<file path="src/hdl/assert_macros.svh">
// ---------------------------------------------------------------------------
// assert_macros.svh
// Assertion shorthands used by the moving average filter RTL.
// ---------------------------------------------------------------------------
`ifndef ASSERT_MACROS_SVH
`define ASSERT_MACROS_SVH

// checked on every edge outside of reset
`define MAF_ASSERT(label, prop, msg) \
   label: assert property (@(posedge clock) disable iff (reset) prop) \
      else $error(msg);

// checked on every edge, reset included
`define MAF_ASSERT_ALWAYS(label, prop, msg) \
   label: assert property (@(posedge clock) prop) \
      else $error(msg);

`endif

</file>
<file path="src/hdl/maf_pkg.sv">
// ---------------------------------------------------------------------------
// maf_pkg
// Widths, codes and defaults of the moving average filter.
// ---------------------------------------------------------------------------
package maf_pkg;

   localparam int MAX_WINDOW_DEF = 64;

   localparam int SAMPLE_W = 16;
   localparam int SUM_W    = 22;
   localparam int LEN_W    = 7;

   localparam logic [LEN_W-1:0] LEN_RESET = 7'd64;

   // operation codes
   localparam logic OP_ADD  = 1'b0;
   localparam logic OP_FILL = 1'b1;

   // register file
   localparam int CSR_DATA_W = 32;
   localparam int CSR_ADDR_W = 3;
   localparam logic CSR_IDX_WINDOW_LENGTH = 1'b0;

endpackage

</file>
<file path="src/hdl/maf_req_if.sv">
// ---------------------------------------------------------------------------
// maf_req_if
// Input item channel: operation and sample with valid/ready.
// ---------------------------------------------------------------------------
interface maf_req_if;
   import maf_pkg::*;

   logic                valid;
   logic                ready;
   logic                operation;
   logic [SAMPLE_W-1:0] sample;

   modport source (output valid, output operation, output sample, input ready);
   modport sink   (input valid, input operation, input sample, output ready);
endinterface

</file>
<file path="src/hdl/maf_rsp_if.sv">
// ---------------------------------------------------------------------------
// maf_rsp_if
// Result item channel: average with valid/ready.
// ---------------------------------------------------------------------------
interface maf_rsp_if;
   import maf_pkg::*;

   logic                valid;
   logic                ready;
   logic [SAMPLE_W-1:0] average;

   modport source (output valid, output average, input ready);
   modport sink   (input valid, input average, output ready);
endinterface

</file>
<file path="src/hdl/maf_ram.sv">
// ---------------------------------------------------------------------------
// maf_ram
// Generic single write port, single read port RAM with registered read.
// ---------------------------------------------------------------------------
module maf_ram #(
   parameter int WIDTH = 16,
   parameter int DEPTH = 64,
   parameter int AW    = (DEPTH > 1) ? $clog2(DEPTH) : 1
) (
   input  logic             clock,
   input  logic             wr_en,
   input  logic [AW-1:0]    wr_addr,
   input  logic [WIDTH-1:0] wr_data,
   input  logic             rd_en,
   input  logic [AW-1:0]    rd_addr,
   output logic [WIDTH-1:0] rd_data
);

   logic [WIDTH-1:0] mem_ff [DEPTH];
   logic [WIDTH-1:0] rd_data_ff;

   always_ff @(posedge clock) begin
      if (wr_en) begin
         mem_ff[wr_addr] <= wr_data;
      end
      if (rd_en) begin
         rd_data_ff <= mem_ff[rd_addr];
      end
   end

   assign rd_data = rd_data_ff;

endmodule

</file>
<file path="src/hdl/maf_divider.sv">
// ---------------------------------------------------------------------------
// maf_divider
// Restoring serial divider, one quotient bit per cycle, saturated result.
// ---------------------------------------------------------------------------
module maf_divider (
   input  logic                          clock,
   input  logic                          reset,
   input  logic                          start,
   input  logic [maf_pkg::SUM_W-1:0]     dividend,
   input  logic [maf_pkg::LEN_W-1:0]     divisor,
   output logic                          done,
   output logic [maf_pkg::SAMPLE_W-1:0]  quotient
);
   import maf_pkg::*;

   localparam int CNT_W = $clog2(SUM_W + 1);

   logic [SUM_W-1:0] quo_ff, quo_in;
   logic [LEN_W-1:0] rem_ff, rem_in;
   logic [LEN_W-1:0] div_ff, div_in;
   logic [CNT_W-1:0] count_ff, count_in;
   logic             busy_ff, busy_in;
   logic             done_ff, done_in;

   logic [LEN_W:0]   trial;
   logic [LEN_W:0]   diff;
   logic             ge;

   always_comb begin
      trial    = {rem_ff, quo_ff[SUM_W-1]};
      ge       = (trial >= {1'b0, div_ff});
      diff     = trial - {1'b0, div_ff};
      quo_in   = quo_ff;
      rem_in   = rem_ff;
      div_in   = div_ff;
      count_in = count_ff;
      busy_in  = busy_ff;
      done_in  = 1'b0;
      if (start) begin
         quo_in   = dividend;
         rem_in   = '0;
         div_in   = divisor;
         count_in = CNT_W'(SUM_W);
         busy_in  = 1'b1;
      end else if (busy_ff) begin
         // remainder stays below the divisor, so it fits LEN_W bits
         rem_in   = ge ? diff[LEN_W-1:0] : trial[LEN_W-1:0];
         quo_in   = {quo_ff[SUM_W-2:0], ge};
         count_in = count_ff - CNT_W'(1);
         if (count_ff == CNT_W'(1)) begin
            busy_in = 1'b0;
            done_in = 1'b1;
         end
      end
   end

   always_ff @(posedge clock) begin
      if (reset) begin
         busy_ff  <= 1'b0;
         done_ff  <= 1'b0;
         count_ff <= '0;
      end else begin
         busy_ff  <= busy_in;
         done_ff  <= done_in;
         count_ff <= count_in;
      end
      quo_ff <= quo_in;
      rem_ff <= rem_in;
      div_ff <= div_in;
   end

   assign done     = done_ff;
   assign quotient = (|quo_ff[SUM_W-1:SAMPLE_W]) ? '1 : quo_ff[SAMPLE_W-1:0];

endmodule

</file>
<file path="src/hdl/moving_average_filter.sv">
// ---------------------------------------------------------------------------
// moving_average_filter
// Boxcar moving average over a ring of samples with a running sum.
// ---------------------------------------------------------------------------
// Each item returns one average: the running sum divided by the window
// length, truncated and saturated to 16 bits. An add item reads the oldest
// sample from the ring, updates the sum and writes the new sample, then the
// shared serial divider produces the quotient one bit at a time. A fill item
// writes the ring one entry a cycle, then starts the same divider. The block
// takes one item at a time; the finished average sits in an output register,
// so the next item is accepted while it waits. After reset the ring is
// zeroed one entry a cycle, all MAX_WINDOW entries, with no item accepted. A
// window_length of 0 acts as 1, one above MAX_WINDOW acts as MAX_WINDOW.
`include "assert_macros.svh"

module moving_average_filter #(
   parameter int MAX_WINDOW = maf_pkg::MAX_WINDOW_DEF
) (
   input  logic                            clock,
   input  logic                            reset,
   maf_req_if.sink                         req_chan,
   maf_rsp_if.source                       rsp_chan,
   input  logic                            csr_psel,
   input  logic                            csr_penable,
   input  logic                            csr_pwrite,
   input  logic [maf_pkg::CSR_ADDR_W-1:0]  csr_paddr,
   input  logic [maf_pkg::CSR_DATA_W-1:0]  csr_pwdata,
   output logic [maf_pkg::CSR_DATA_W-1:0]  csr_prdata,
   output logic                            csr_pready
);
   import maf_pkg::*;

   localparam int IDX_W = (MAX_WINDOW > 1) ? $clog2(MAX_WINDOW) : 1;

   typedef enum logic [6:0] {
      ST_CLEAR  = 7'b0000001,
      ST_IDLE   = 7'b0000010,
      ST_READ   = 7'b0000100,
      ST_UPDATE = 7'b0001000,
      ST_FILL   = 7'b0010000,
      ST_DIVIDE = 7'b0100000,
      ST_OUTPUT = 7'b1000000
   } state_type;

   state_type           state_ff, state_in;
   logic [LEN_W-1:0]    len_ff;
   logic [LEN_W-1:0]    eff_len;
   logic [IDX_W-1:0]    idx_ff, idx_in;
   logic [IDX_W-1:0]    step_ff, step_in;
   logic [SUM_W-1:0]    sum_ff, sum_in;
   logic [LEN_W-1:0]    item_len_ff, item_len_in;
   logic [SAMPLE_W-1:0] item_sample_ff, item_sample_in;
   logic                div_start_ff, div_start_in;
   logic                rsp_valid_ff, rsp_valid_in;
   logic [SAMPLE_W-1:0] avg_ff, avg_in;

   logic                req_fire;
   logic                csr_write;
   logic                ram_wr_en;
   logic [IDX_W-1:0]    ram_wr_addr;
   logic [SAMPLE_W-1:0] ram_wr_data;
   logic                ram_rd_en;
   logic [SAMPLE_W-1:0] ram_rd_data;
   logic                div_done;
   logic [SAMPLE_W-1:0] div_quotient;

   // ---------------- register port ----------------
   assign csr_pready = 1'b1;
   assign csr_write  = csr_psel && csr_penable && csr_pwrite && csr_pready &&
                       (csr_paddr[CSR_ADDR_W-1] == CSR_IDX_WINDOW_LENGTH);
   assign csr_prdata = (csr_paddr[CSR_ADDR_W-1] == CSR_IDX_WINDOW_LENGTH) ?
                       CSR_DATA_W'(len_ff) : '0;

   always_comb begin
      eff_len = len_ff;
      if (len_ff == '0) begin
         eff_len = LEN_W'(1);
      end else if (int'(len_ff) > MAX_WINDOW) begin
         eff_len = LEN_W'(MAX_WINDOW);
      end
   end

   // ---------------- sequencer ----------------
   assign req_chan.ready = (state_ff == ST_IDLE);
   assign req_fire       = req_chan.valid && req_chan.ready;

   always_comb begin
      state_in       = state_ff;
      idx_in         = idx_ff;
      step_in        = step_ff;
      sum_in         = sum_ff;
      item_len_in    = item_len_ff;
      item_sample_in = item_sample_ff;
      div_start_in   = 1'b0;
      rsp_valid_in   = rsp_valid_ff && !rsp_chan.ready;
      avg_in         = avg_ff;
      ram_wr_en      = 1'b0;
      ram_wr_addr    = idx_ff;
      ram_wr_data    = item_sample_ff;
      ram_rd_en      = 1'b0;

      case (state_ff)
         ST_CLEAR: begin
            ram_wr_en   = 1'b1;
            ram_wr_addr = step_ff;
            ram_wr_data = '0;
            if (step_ff == IDX_W'(MAX_WINDOW - 1)) begin
               step_in  = '0;
               state_in = ST_IDLE;
            end else begin
               step_in = step_ff + IDX_W'(1);
            end
         end
         ST_IDLE: begin
            if (req_fire) begin
               item_sample_in = req_chan.sample;
               item_len_in    = eff_len;
               // index left over from a longer window restarts at 0
               if (int'(idx_ff) >= int'(eff_len)) begin
                  idx_in = '0;
               end
               step_in  = '0;
               state_in = (req_chan.operation == OP_FILL) ? ST_FILL : ST_READ;
            end
         end
         ST_READ: begin
            ram_rd_en = 1'b1;
            state_in  = ST_UPDATE;
         end
         ST_UPDATE: begin
            ram_wr_en = 1'b1;
            sum_in    = sum_ff + SUM_W'(item_sample_ff) - SUM_W'(ram_rd_data);
            if (int'(idx_ff) + 1 >= int'(item_len_ff)) begin
               idx_in = '0;
            end else begin
               idx_in = idx_ff + IDX_W'(1);
            end
            div_start_in = 1'b1;
            state_in     = ST_DIVIDE;
         end
         ST_FILL: begin
            ram_wr_en   = 1'b1;
            ram_wr_addr = step_ff;
            sum_in      = SUM_W'(item_sample_ff) * SUM_W'(item_len_ff);
            if (int'(step_ff) == int'(item_len_ff) - 1) begin
               idx_in       = '0;
               div_start_in = 1'b1;
               state_in     = ST_DIVIDE;
            end else begin
               step_in = step_ff + IDX_W'(1);
            end
         end
         ST_DIVIDE: begin
            if (div_done) begin
               state_in = ST_OUTPUT;
            end
         end
         ST_OUTPUT: begin
            if (!rsp_valid_ff || rsp_chan.ready) begin
               rsp_valid_in = 1'b1;
               avg_in       = div_quotient;
               state_in     = ST_IDLE;
            end
         end
         default: begin
            state_in = ST_IDLE;
         end
      endcase
   end

   always_ff @(posedge clock) begin
      if (reset) begin
         state_ff     <= ST_CLEAR;
         len_ff       <= LEN_RESET;
         idx_ff       <= '0;
         step_ff      <= '0;
         sum_ff       <= '0;
         div_start_ff <= 1'b0;
         rsp_valid_ff <= 1'b0;
      end else begin
         state_ff     <= state_in;
         idx_ff       <= idx_in;
         step_ff      <= step_in;
         sum_ff       <= sum_in;
         div_start_ff <= div_start_in;
         rsp_valid_ff <= rsp_valid_in;
         if (csr_write) begin
            len_ff <= csr_pwdata[LEN_W-1:0];
         end
      end
      item_len_ff    <= item_len_in;
      item_sample_ff <= item_sample_in;
      avg_ff         <= avg_in;
   end

   assign rsp_chan.valid   = rsp_valid_ff;
   assign rsp_chan.average = avg_ff;

   // ---------------- ring store and divider ----------------
   maf_ram #(
      .WIDTH (SAMPLE_W),
      .DEPTH (MAX_WINDOW),
      .AW    (IDX_W)
   ) u_ring (
      .clock   (clock),
      .wr_en   (ram_wr_en),
      .wr_addr (ram_wr_addr),
      .wr_data (ram_wr_data),
      .rd_en   (ram_rd_en),
      .rd_addr (idx_ff),
      .rd_data (ram_rd_data)
   );

   maf_divider u_div (
      .clock    (clock),
      .reset    (reset),
      .start    (div_start_ff),
      .dividend (sum_ff),
      .divisor  (item_len_ff),
      .done     (div_done),
      .quotient (div_quotient)
   );

   // ---------------- assertions ----------------
   `MAF_ASSERT_ALWAYS(a_accept_drops_ready, (!reset && req_chan.valid && req_chan.ready) |=> !req_chan.ready, "ready stayed high after an accepted item")
   `MAF_ASSERT(a_div_done_in_divide, div_done |-> (state_ff == ST_DIVIDE), "divider finished outside the divide step")
   `MAF_ASSERT(a_rsp_from_output, $rose(rsp_chan.valid) |-> $past(state_ff == ST_OUTPUT), "result raised without a finished division")
   `MAF_ASSERT(a_start_op_match, div_start_ff |-> ($past(state_ff == ST_UPDATE) || $past(state_ff == ST_FILL)), "divider started outside an item")

endmodule

</file>
<file path="src/flat_wrapper.sv">
// flat-port wrapper written by rule: the top's interface ports become plain ports
module moving_average_filter_flat import maf_pkg::*;
#(
   parameter int MAX_WINDOW = maf_pkg::MAX_WINDOW_DEF
)
  (clock, reset, csr_psel, csr_penable, csr_pwrite, csr_paddr, csr_pwdata, csr_prdata, csr_pready, req_chan_valid, req_chan_operation, req_chan_sample, req_chan_ready, rsp_chan_valid, rsp_chan_average, rsp_chan_ready);
  maf_req_if req_chan_i ();
  maf_rsp_if rsp_chan_i ();
  input  logic clock;
  input  logic reset;
  input  logic csr_psel;
  input  logic csr_penable;
  input  logic csr_pwrite;
  input  logic [maf_pkg::CSR_ADDR_W-1:0] csr_paddr;
  input  logic [maf_pkg::CSR_DATA_W-1:0] csr_pwdata;
  output logic [maf_pkg::CSR_DATA_W-1:0] csr_prdata;
  output logic csr_pready;
  input wire logic [$bits(req_chan_i.valid)-1:0] req_chan_valid;
  input wire logic [$bits(req_chan_i.operation)-1:0] req_chan_operation;
  input wire logic [$bits(req_chan_i.sample)-1:0] req_chan_sample;
  output wire logic [$bits(req_chan_i.ready)-1:0] req_chan_ready;
  output wire logic [$bits(rsp_chan_i.valid)-1:0] rsp_chan_valid;
  output wire logic [$bits(rsp_chan_i.average)-1:0] rsp_chan_average;
  input wire logic [$bits(rsp_chan_i.ready)-1:0] rsp_chan_ready;
  assign req_chan_i.valid = req_chan_valid;
  assign req_chan_i.operation = req_chan_operation;
  assign req_chan_i.sample = req_chan_sample;
  assign req_chan_ready = req_chan_i.ready;
  assign rsp_chan_valid = rsp_chan_i.valid;
  assign rsp_chan_average = rsp_chan_i.average;
  assign rsp_chan_i.ready = rsp_chan_ready;
  moving_average_filter #(.MAX_WINDOW(MAX_WINDOW)) u_core (.clock(clock), .reset(reset), .req_chan(req_chan_i), .rsp_chan(rsp_chan_i), .csr_psel(csr_psel), .csr_penable(csr_penable), .csr_pwrite(csr_pwrite), .csr_paddr(csr_paddr), .csr_pwdata(csr_pwdata), .csr_prdata(csr_prdata), .csr_pready(csr_pready));
endmodule
</file>
<file path="config.mk">
export PLATFORM = sky130hd
export DESIGN_NAME = moving_average_filter_flat
export DESIGN_NICKNAME = d
export VERILOG_FILES = /design/src/hdl/maf_pkg.sv /design/src/hdl/maf_req_if.sv /design/src/hdl/maf_rsp_if.sv /design/src/hdl/maf_ram.sv /design/src/hdl/maf_divider.sv /design/src/hdl/moving_average_filter.sv /design/src/flat_wrapper.sv
export VERILOG_INCLUDE_DIRS = /design/src /design/src/hdl
export SDC_FILE = /design/constraint.sdc
export NUM_CORES = 2
export LEC_CHECK = 0
export BUFFER_PORTS_ARGS = -buffer_cell sky130_fd_sc_hd__clkbuf_2
export CORE_MARGIN = 2
export CORE_UTILIZATION = 49
export CTS_CLUSTER_DIAMETER = 200
export DETAILED_ROUTE_END_ITERATION = 7
export HOLD_SLACK_MARGIN = 0.15
export PLACE_DENSITY = 0.73
export SLEW_MARGIN = 0
export SYNTH_ARGS = -nofsm -noshare
export SYNTH_HDL_FRONTEND = slang
export SYNTH_HIERARCHICAL = 1
export SYNTH_SLANG_ARGS = --single-unit
</file>
<file path="constraint.sdc">
create_clock -name clock -period 6.8 [get_ports clock]
set_clock_uncertainty 0.2 [all_clocks]
set_input_delay 0.68 -clock clock [delete_from_list [all_inputs] [get_ports clock]]
set_output_delay 0.68 -clock clock [all_outputs]
set_load 0.03 [all_outputs]
</file>
---- Word-level counts from Yosys, hierarchy flattened ----
Memory sizes are Yosys's and may differ from the RTL's. A register that Yosys moved wholly into a read port is not among the register bits.
Index checks and enable logic that the tools add are counted.
operators by class
  multipliers ............................. 1
  bitwise gates (word level) .............. 2
  div/mod/pow operators ................... 0
  reduce and logical (&&, ||, !) cells .... 23
  equality and inequality tests ........... 17
  magnitude comparators ................... 4
  multiplexer cells ....................... 39
  add/sub/neg operators ................... 8
  shift operators ......................... 0
operator list
  cell                                               count
  two-way mux 7 bit                                  9
  one-hot mux 7 bit (7 select lines)                 1
  two-way mux 6 bit                                  8
  two-way mux 22 bit                                 2
  one-hot mux 22 bit (2 select lines)                1
  one-hot mux 6 bit (3 select lines)                 2
  == test 7 x 32 -> 1 bit                            1
  greater-or-equal comparator 32 x 8 -> 1 bit        1
  adder 22 x 16 -> 22 bit                            1
  multiplier 16 x 7 -> 22 bit                        1
  subtractor 22 x 16 -> 22 bit                       1
  two-way mux 16 bit                                 1
  two-way mux 5 bit                                  3
  adder 6 x 1 -> 6 bit (second input constant)       2
  two-way mux 1 bit                                  11
  greater-or-equal comparator 8 x 7 -> 1 bit         1
  != test 2 bit (second input constant)              4
  subtractor 7 x 1 -> 8 bit (second input constant)  1
  adder 6 x 1 -> 7 bit (second input constant)       1
  == test 7 x 1 -> 1 bit (second input constant)     1
  == test 7 x 2 -> 1 bit (second input constant)     1
  == test 7 x 3 -> 1 bit (second input constant)     1
  == test 7 x 4 -> 1 bit (second input constant)     1
  == test 7 x 5 -> 1 bit (second input constant)     1
  other kinds (24)                                   37
storage, ports and cells
  latch bits .............................. 0
  input bits .............................. 59
  register bits after elaboration ......... 132
  word-level logic and storage cells ...... 112
  memories kept ........................... 1
  RAM bits ................................ 1024
  ROM bits ................................ 0
memories
  memory                words  width  rd ports  clocked after memory_dff  wr ports  RTL line       source
  u_core.u_ring.mem_ff  64     16     1         1                         1         maf_ram.sv:19  logic [WIDTH-1:0] mem_ff [DEPTH];

---- Longest topological paths before layout ----
  depth after elaboration ................. 7
  depth in mapped cells ................... 21

---- Hierarchy ----
Netlist, hierarchy kept.
by module, submodules not included
  module                 cells each  area an instance (µm²)  times used  sequential area each (µm²)
  maf_ram                1829        40202.3                 1           31230.0
  moving_average_filter  1048        9076.2                  1           2172.1
  maf_divider            202         2327.2                  1           1151.1

---- Worst setup path before layout ----
No wires, ideal clock.
  path kind ............................... register to register
  from .................................... reg u_core.item_len_ff[1]
  to ...................................... reg u_core.sum_ff[20]
  data required time ...................... 6.483 ns
  buffers on the path ..................... 1
  stages on the path, launching flop included .. 22
  arrival ................................. 5.048 ns
  library setup time ...................... 0.117 ns
  slack ................................... 1.435 ns
  cells stage by stage .................... edfxtp_1 > inv_1 > buf_1 > nor2_1 > fa_1 > inv_1 > fa_1 > inv_1 > fa_1 > inv_1 > fa_1 > inv_1 > ha_1 > a21oi_2 > o21ai_1 > and3_1 > o21a_1 > a41o_1 > o41a_1 > a31oi_1 > xnor2_1 > a22o_1
between the ends
  cells in the longest elaborated chain, start to end .. 2
ends and longest elaborated chain
  element                              RTL line                      source
  from (decl)                          moving_average_filter.sv:51   logic [LEN_W-1:0] item_len_ff, item_len_in;
  from (signal assigned)               moving_average_filter.sv:191  item_len_ff <= item_len_in;
  multiplier 16 x 7 -> 22 bit          moving_average_filter.sv:144  sum_in = SUM_W'(item_sample_ff) * SUM_W'(item_len_ff);
  one-hot mux 22 bit (2 select lines)  moving_average_filter.sv:102  case (state_ff)
  to (signal assigned)                 moving_average_filter.sv:184  sum_ff <= sum_in;
  to (decl)                            moving_average_filter.sv:50   logic [SUM_W-1:0] sum_ff, sum_in;
No other way between the ends.
A chain may end at the register's enable or synchronous reset.

---- Worst setup path in the final report ----
  from .................................... reg u_core.item_len_ff[2]
  to ...................................... reg u_core.sum_ff[20]
Same word-level chain as after synthesis.

==> impl_results.md <==
- Outcome: finished clean
- Vias in the first global route: roughly 28000
- Commonest non-fill, non-tap cell in the layout: edfxtp_1
- HP Class: in -> reg
- Seq pwr share: 0.524
- Hold Path Sink: u_core/state_ff[1]$_SDFFE_PP0P_
- Max-Cap Viols: 0
- Initial core utilization: 0.492
- Fmax: between 150 and 200 MHz
- Met2 Resource Use GR: 0.349
- Setup Fix Bufs, Post-CTS: 0
- Final hold violations: 0
- Via count: roughly 28000
- Crit-path most repeated cell: inv_1
- Die X: ~330 µm
- Total congestion overflow: 0
- Slowest-stage cell, CP: edfxtp_1
- Leak: about 19 nW
- Pint: between 10 and 15 mW
- DP Wirelength: a little over 70 mm
- Clock Latency Late Sink: 0.73 ns
- Pwr/cell area: 276 nW/µm²
- Cells after DPL: around 4500
- Synth cell types: 87
- Synth area leaders: edfxtp_1 64%, mux4_2 9.6%, fa_1 3.3%
- Avg WL per Cell: 24.8 µm
- Total wire length: between 100 and 150 mm
- PortBufs: 56
- Cell count after synthesis: approximately 3100
- Inserted Clock Buffers: between 100 and 150
- GRT Util Overall: 0.218
- Final Power: 15.8 mW
- Ys Warns: 6
- Slowest stage delay, CP: around 0.54 ns
- Initial antenna violation count: 0
- Post-synth top area share: 0.645
- WP data arrival: ~6.2 ns
- Asr flop ratio synth: 0
- DRT Pass-1 Iters: 7
- Clock transition at the registers of the reported paths: 0.06 ns
- Syn_area_per_cell: about 17 µm²
- Cell count of the worst reg-to-reg path: 20
- Area growth syn-to-layout: 11.4%
- Placer Congestion: approximately 0.90
- Routed Antenna Nets: 0
- Synthesized area: just over 50000 µm²
- Critical path, cell by cell: inv_1 -> nor2_1 -> fa_1 -> inv_1 -> fa_1 -> inv_1 -> fa_1 -> inv_1 -> fa_1 -> inv_1 -> ha_1 -> a21oi_2 -> o21ai_1 -> and3_1 -> o21a_1 -> a41o_1 -> o41a_1 -> a31oi_1 -> xnor2_1 -> a22o_1
- Critical Path End Type: flop
- CTS sink cnt: 1172
- First-pass GRT wire length: approximately 180 mm
- CTS tree: yes
- Pin count of the biggest net entering global routing: around 120
- Ports: 110
- Nets: 3459
- Startpoint types: flop
- Worst VDD drop: approximately 0.00023 V
- Critical path required time: just over 7 ns
- PostCTS Resize Cnt: 0
- Post-synth top area cell: edfxtp_1
- Power share of the combinational group: 0.095
- CP max FO: 16
- H-tree Lvls: 3
- Final period util: 0.856
- Met3 usage: 0.0400
- Clock power frac: 0.381
- Worst hold margin: about 0.26 ns
- # setup viols final: 0
- Setup tns final: 0 ns
- RSZ-0062 raised after global routing: no
- Vias/cell: between 5 and 6
- Hold buffer count at CTS: 25
- Longest Clk Path Bufs: 3
- Rel. slew slack: 0.199
- P_sw: approximately 3.8 mW
- Min-delay src: req_chan_valid
- Max-slew violations: 0
- Core area: approximately 100000 µm²
- Hold Path Cell Cnt: 4
- Switch share: 0.241
- Share of cells above drive strength 1: 0.200
- Prevailing post-synth register cell: edfxtp_1
- Most frequent cells in the layout: 1108 x edfxtp_1, 221 x nor2_1, 220 x mux4_2, 165 x inv_1, 139 x nand2_1
- Multi-input gate area: about 16000 µm²
- FF-to-FF setup slack: about 0.98 ns
- FILL cells: 8053
- Register area: approximately 35000 µm²
- Crit path kind: reg -> reg
- Non-filler cells, final: roughly 4700
- Met1 usage: 0.304
- CTS root buffer: clkbuf_16
- Post-synth EDFFs: around 1100
- Initial DRC count: 2915
- Actual slew at the worst max-slew pin: between 1 and 1.5 ns
- Die H: 329 µm
- Row count: 119
- Register area share after synthesis: 0.670
- Synth Register Bits: about 1200
- Die Area: around 110000 µm²
- # DRC: 0
- Worst r2r src: u_core/item_len_ff[2]$_DFFE_PP_
- Tmin final: slightly below 6 ns
- Gr busiest metal: met2
- Worst r2r dst: u_core/sum_ff[20]$_SDFFE_PP0N_
[sequential cells by signal (all words and copies together) (netlist names), 5 cells and up]
register	cells
u_core/u_ring/mem_ff	1024
u_core/sum_ff	22
u_core/u_div/quo_ff	22
u_core/item_sample_ff	16
u_core/rsp_chan.average	16
u_core/u_ring/rd_data	16
u_core/item_len_ff	7
u_core/len_ff	7
u_core/state_ff	7
u_core/u_div/div_ff	7
u_core/u_div/rem_ff	7
u_core/idx_ff	6
u_core/step_ff	6
u_core/u_div/count_ff	5
[worst max-delay path by stage]
stage	startpoint	endpoint	slack (ns)	cells past startpoint
after floorplan	u_core/item_len_ff[1]$_DFFE_PP_	u_core/sum_ff[20]$_SDFFE_PP0N_	1.44	21
after global placement	u_core/item_len_ff[2]$_DFFE_PP_	u_core/sum_ff[20]$_SDFFE_PP0N_	1.11	20
after detailed placement	u_core/item_len_ff[2]$_DFFE_PP_	u_core/sum_ff[20]$_SDFFE_PP0N_	1.03	20
after CTS	u_core/item_len_ff[2]$_DFFE_PP_	u_core/sum_ff[20]$_SDFFE_PP0N_	1.02	20
after global routing	u_core/item_len_ff[2]$_DFFE_PP_	u_core/sum_ff[15]$_SDFFE_PP0N_	0.71	18
final	u_core/item_len_ff[2]$_DFFE_PP_	u_core/sum_ff[20]$_SDFFE_PP0N_	0.98	20
[metal layers]
metal | share of wire | up-vias
met4 | 0.033 | 0
met1 | 0.40 | 14400
met5 | 0 | -
met2 | 0.48 | 1229
met3 | 0.088 | 205
li1 | - | 12100
[synthesized netlist by cell type, types with 8 or more instances]
cell type / number
a21o_1: 22
dfxtp_1: 64
xor2_1: 13
or2_2: 19
mux2_2: 55
nand4_1: 18
nor3_1: 20
nor2b_1: 46
clkbuf_1: 52
mux2i_1: 95
a21oi_1: 64
nor2_1: 240
a311oi_1: 15
buf_6: 19
clkinv_1: 10
nor3b_1: 9
a211oi_1: 28
a41oi_1: 11
mux4_2: 220
a31oi_1: 15
fa_1: 85
ha_1: 86
a211o_1: 11
buf_4: 39
nand3b_1: 9
o21ai_0: 33
and3_1: 14
o21ai_1: 8
xnor2_1: 42
a221oi_1: 18
a22oi_1: 39
edfxtp_1: 1108
o21a_1: 10
nand2_1: 139
buf_2: 41
inv_1: 165
buf_1: 10
nand3_1: 40
nand2b_1: 26
[power by group through the flow]
stage          Sequential [mW]  Clock [mW]  Combinational (mW)
4_1_cts                   8.30        6.12                1.50
5_1_grt                   8.30        6.41                1.63
3_5_place_dp              8.45           0                1.48
2_1_floorplan             8.44           0               0.896
6_report                  8.30        6.04                1.51
3_3_place_gp              8.44           0                1.45
[stage by stage]
| stage | util | cell area [µm²] | setup WS [ns] |
|---|---|---|---|
| after CTS | 0.548 | 57500 | 1.02 |
| after detailed placement | 0.512 | 53600 | 1.03 |
| final | 0.548 | 57500 | 0.979 |
| after global placement | 0.512 | 53600 | 1.11 |
| after global routing | 0.548 | 57500 | 0.708 |
| after floorplan | - | 51700 | 1.44 |
[critical path, delay by kind of cell, from the launching register on]
kind / cells / cell delay (ns)
flops: 1 / 0.54
simple gates: 2 / 0.36
xor+xnor: 1 / 0.09
buf+inv: 5 / 0.74
fa+ha+maj: 5 / 2.34
compound gates: 7 / 1.46
[logic make-up (layout without fill, tap and decap cells)]
logic type | after synthesis | after routing | share of synthesized area
mux | 374 | 374 | 0.128
simple gates | 624 | 624 | 0.0581
buf+inv | 348 | 566 | 0.0343
compound gates | 333 | 333 | 0.0463
fa+ha+maj | 171 | 171 | 0.0538
other cells | 2 | 27 | 0.000146
xor+xnor | 55 | 55 | 0.00933
flops | 1172 | 1172 | 0.670
[layout make-up]
| type | count | share of cell area |
|---|---|---|
| timing repair buffer | 184 | 0.0246 |
| multi-input combinational | 1583 | 0.270 |
| tap | 1391 | 0.0303 |
| clock buffer | 133 | 0.0514 |
| antenna | 1 | 0.0000435 |
| inverter | 175 | 0.0114 |
| sequential | 1172 | 0.601 |
| clock inverter | 74 | 0.0109 |
Note: power is estimated with default switching activity, not from simulation.
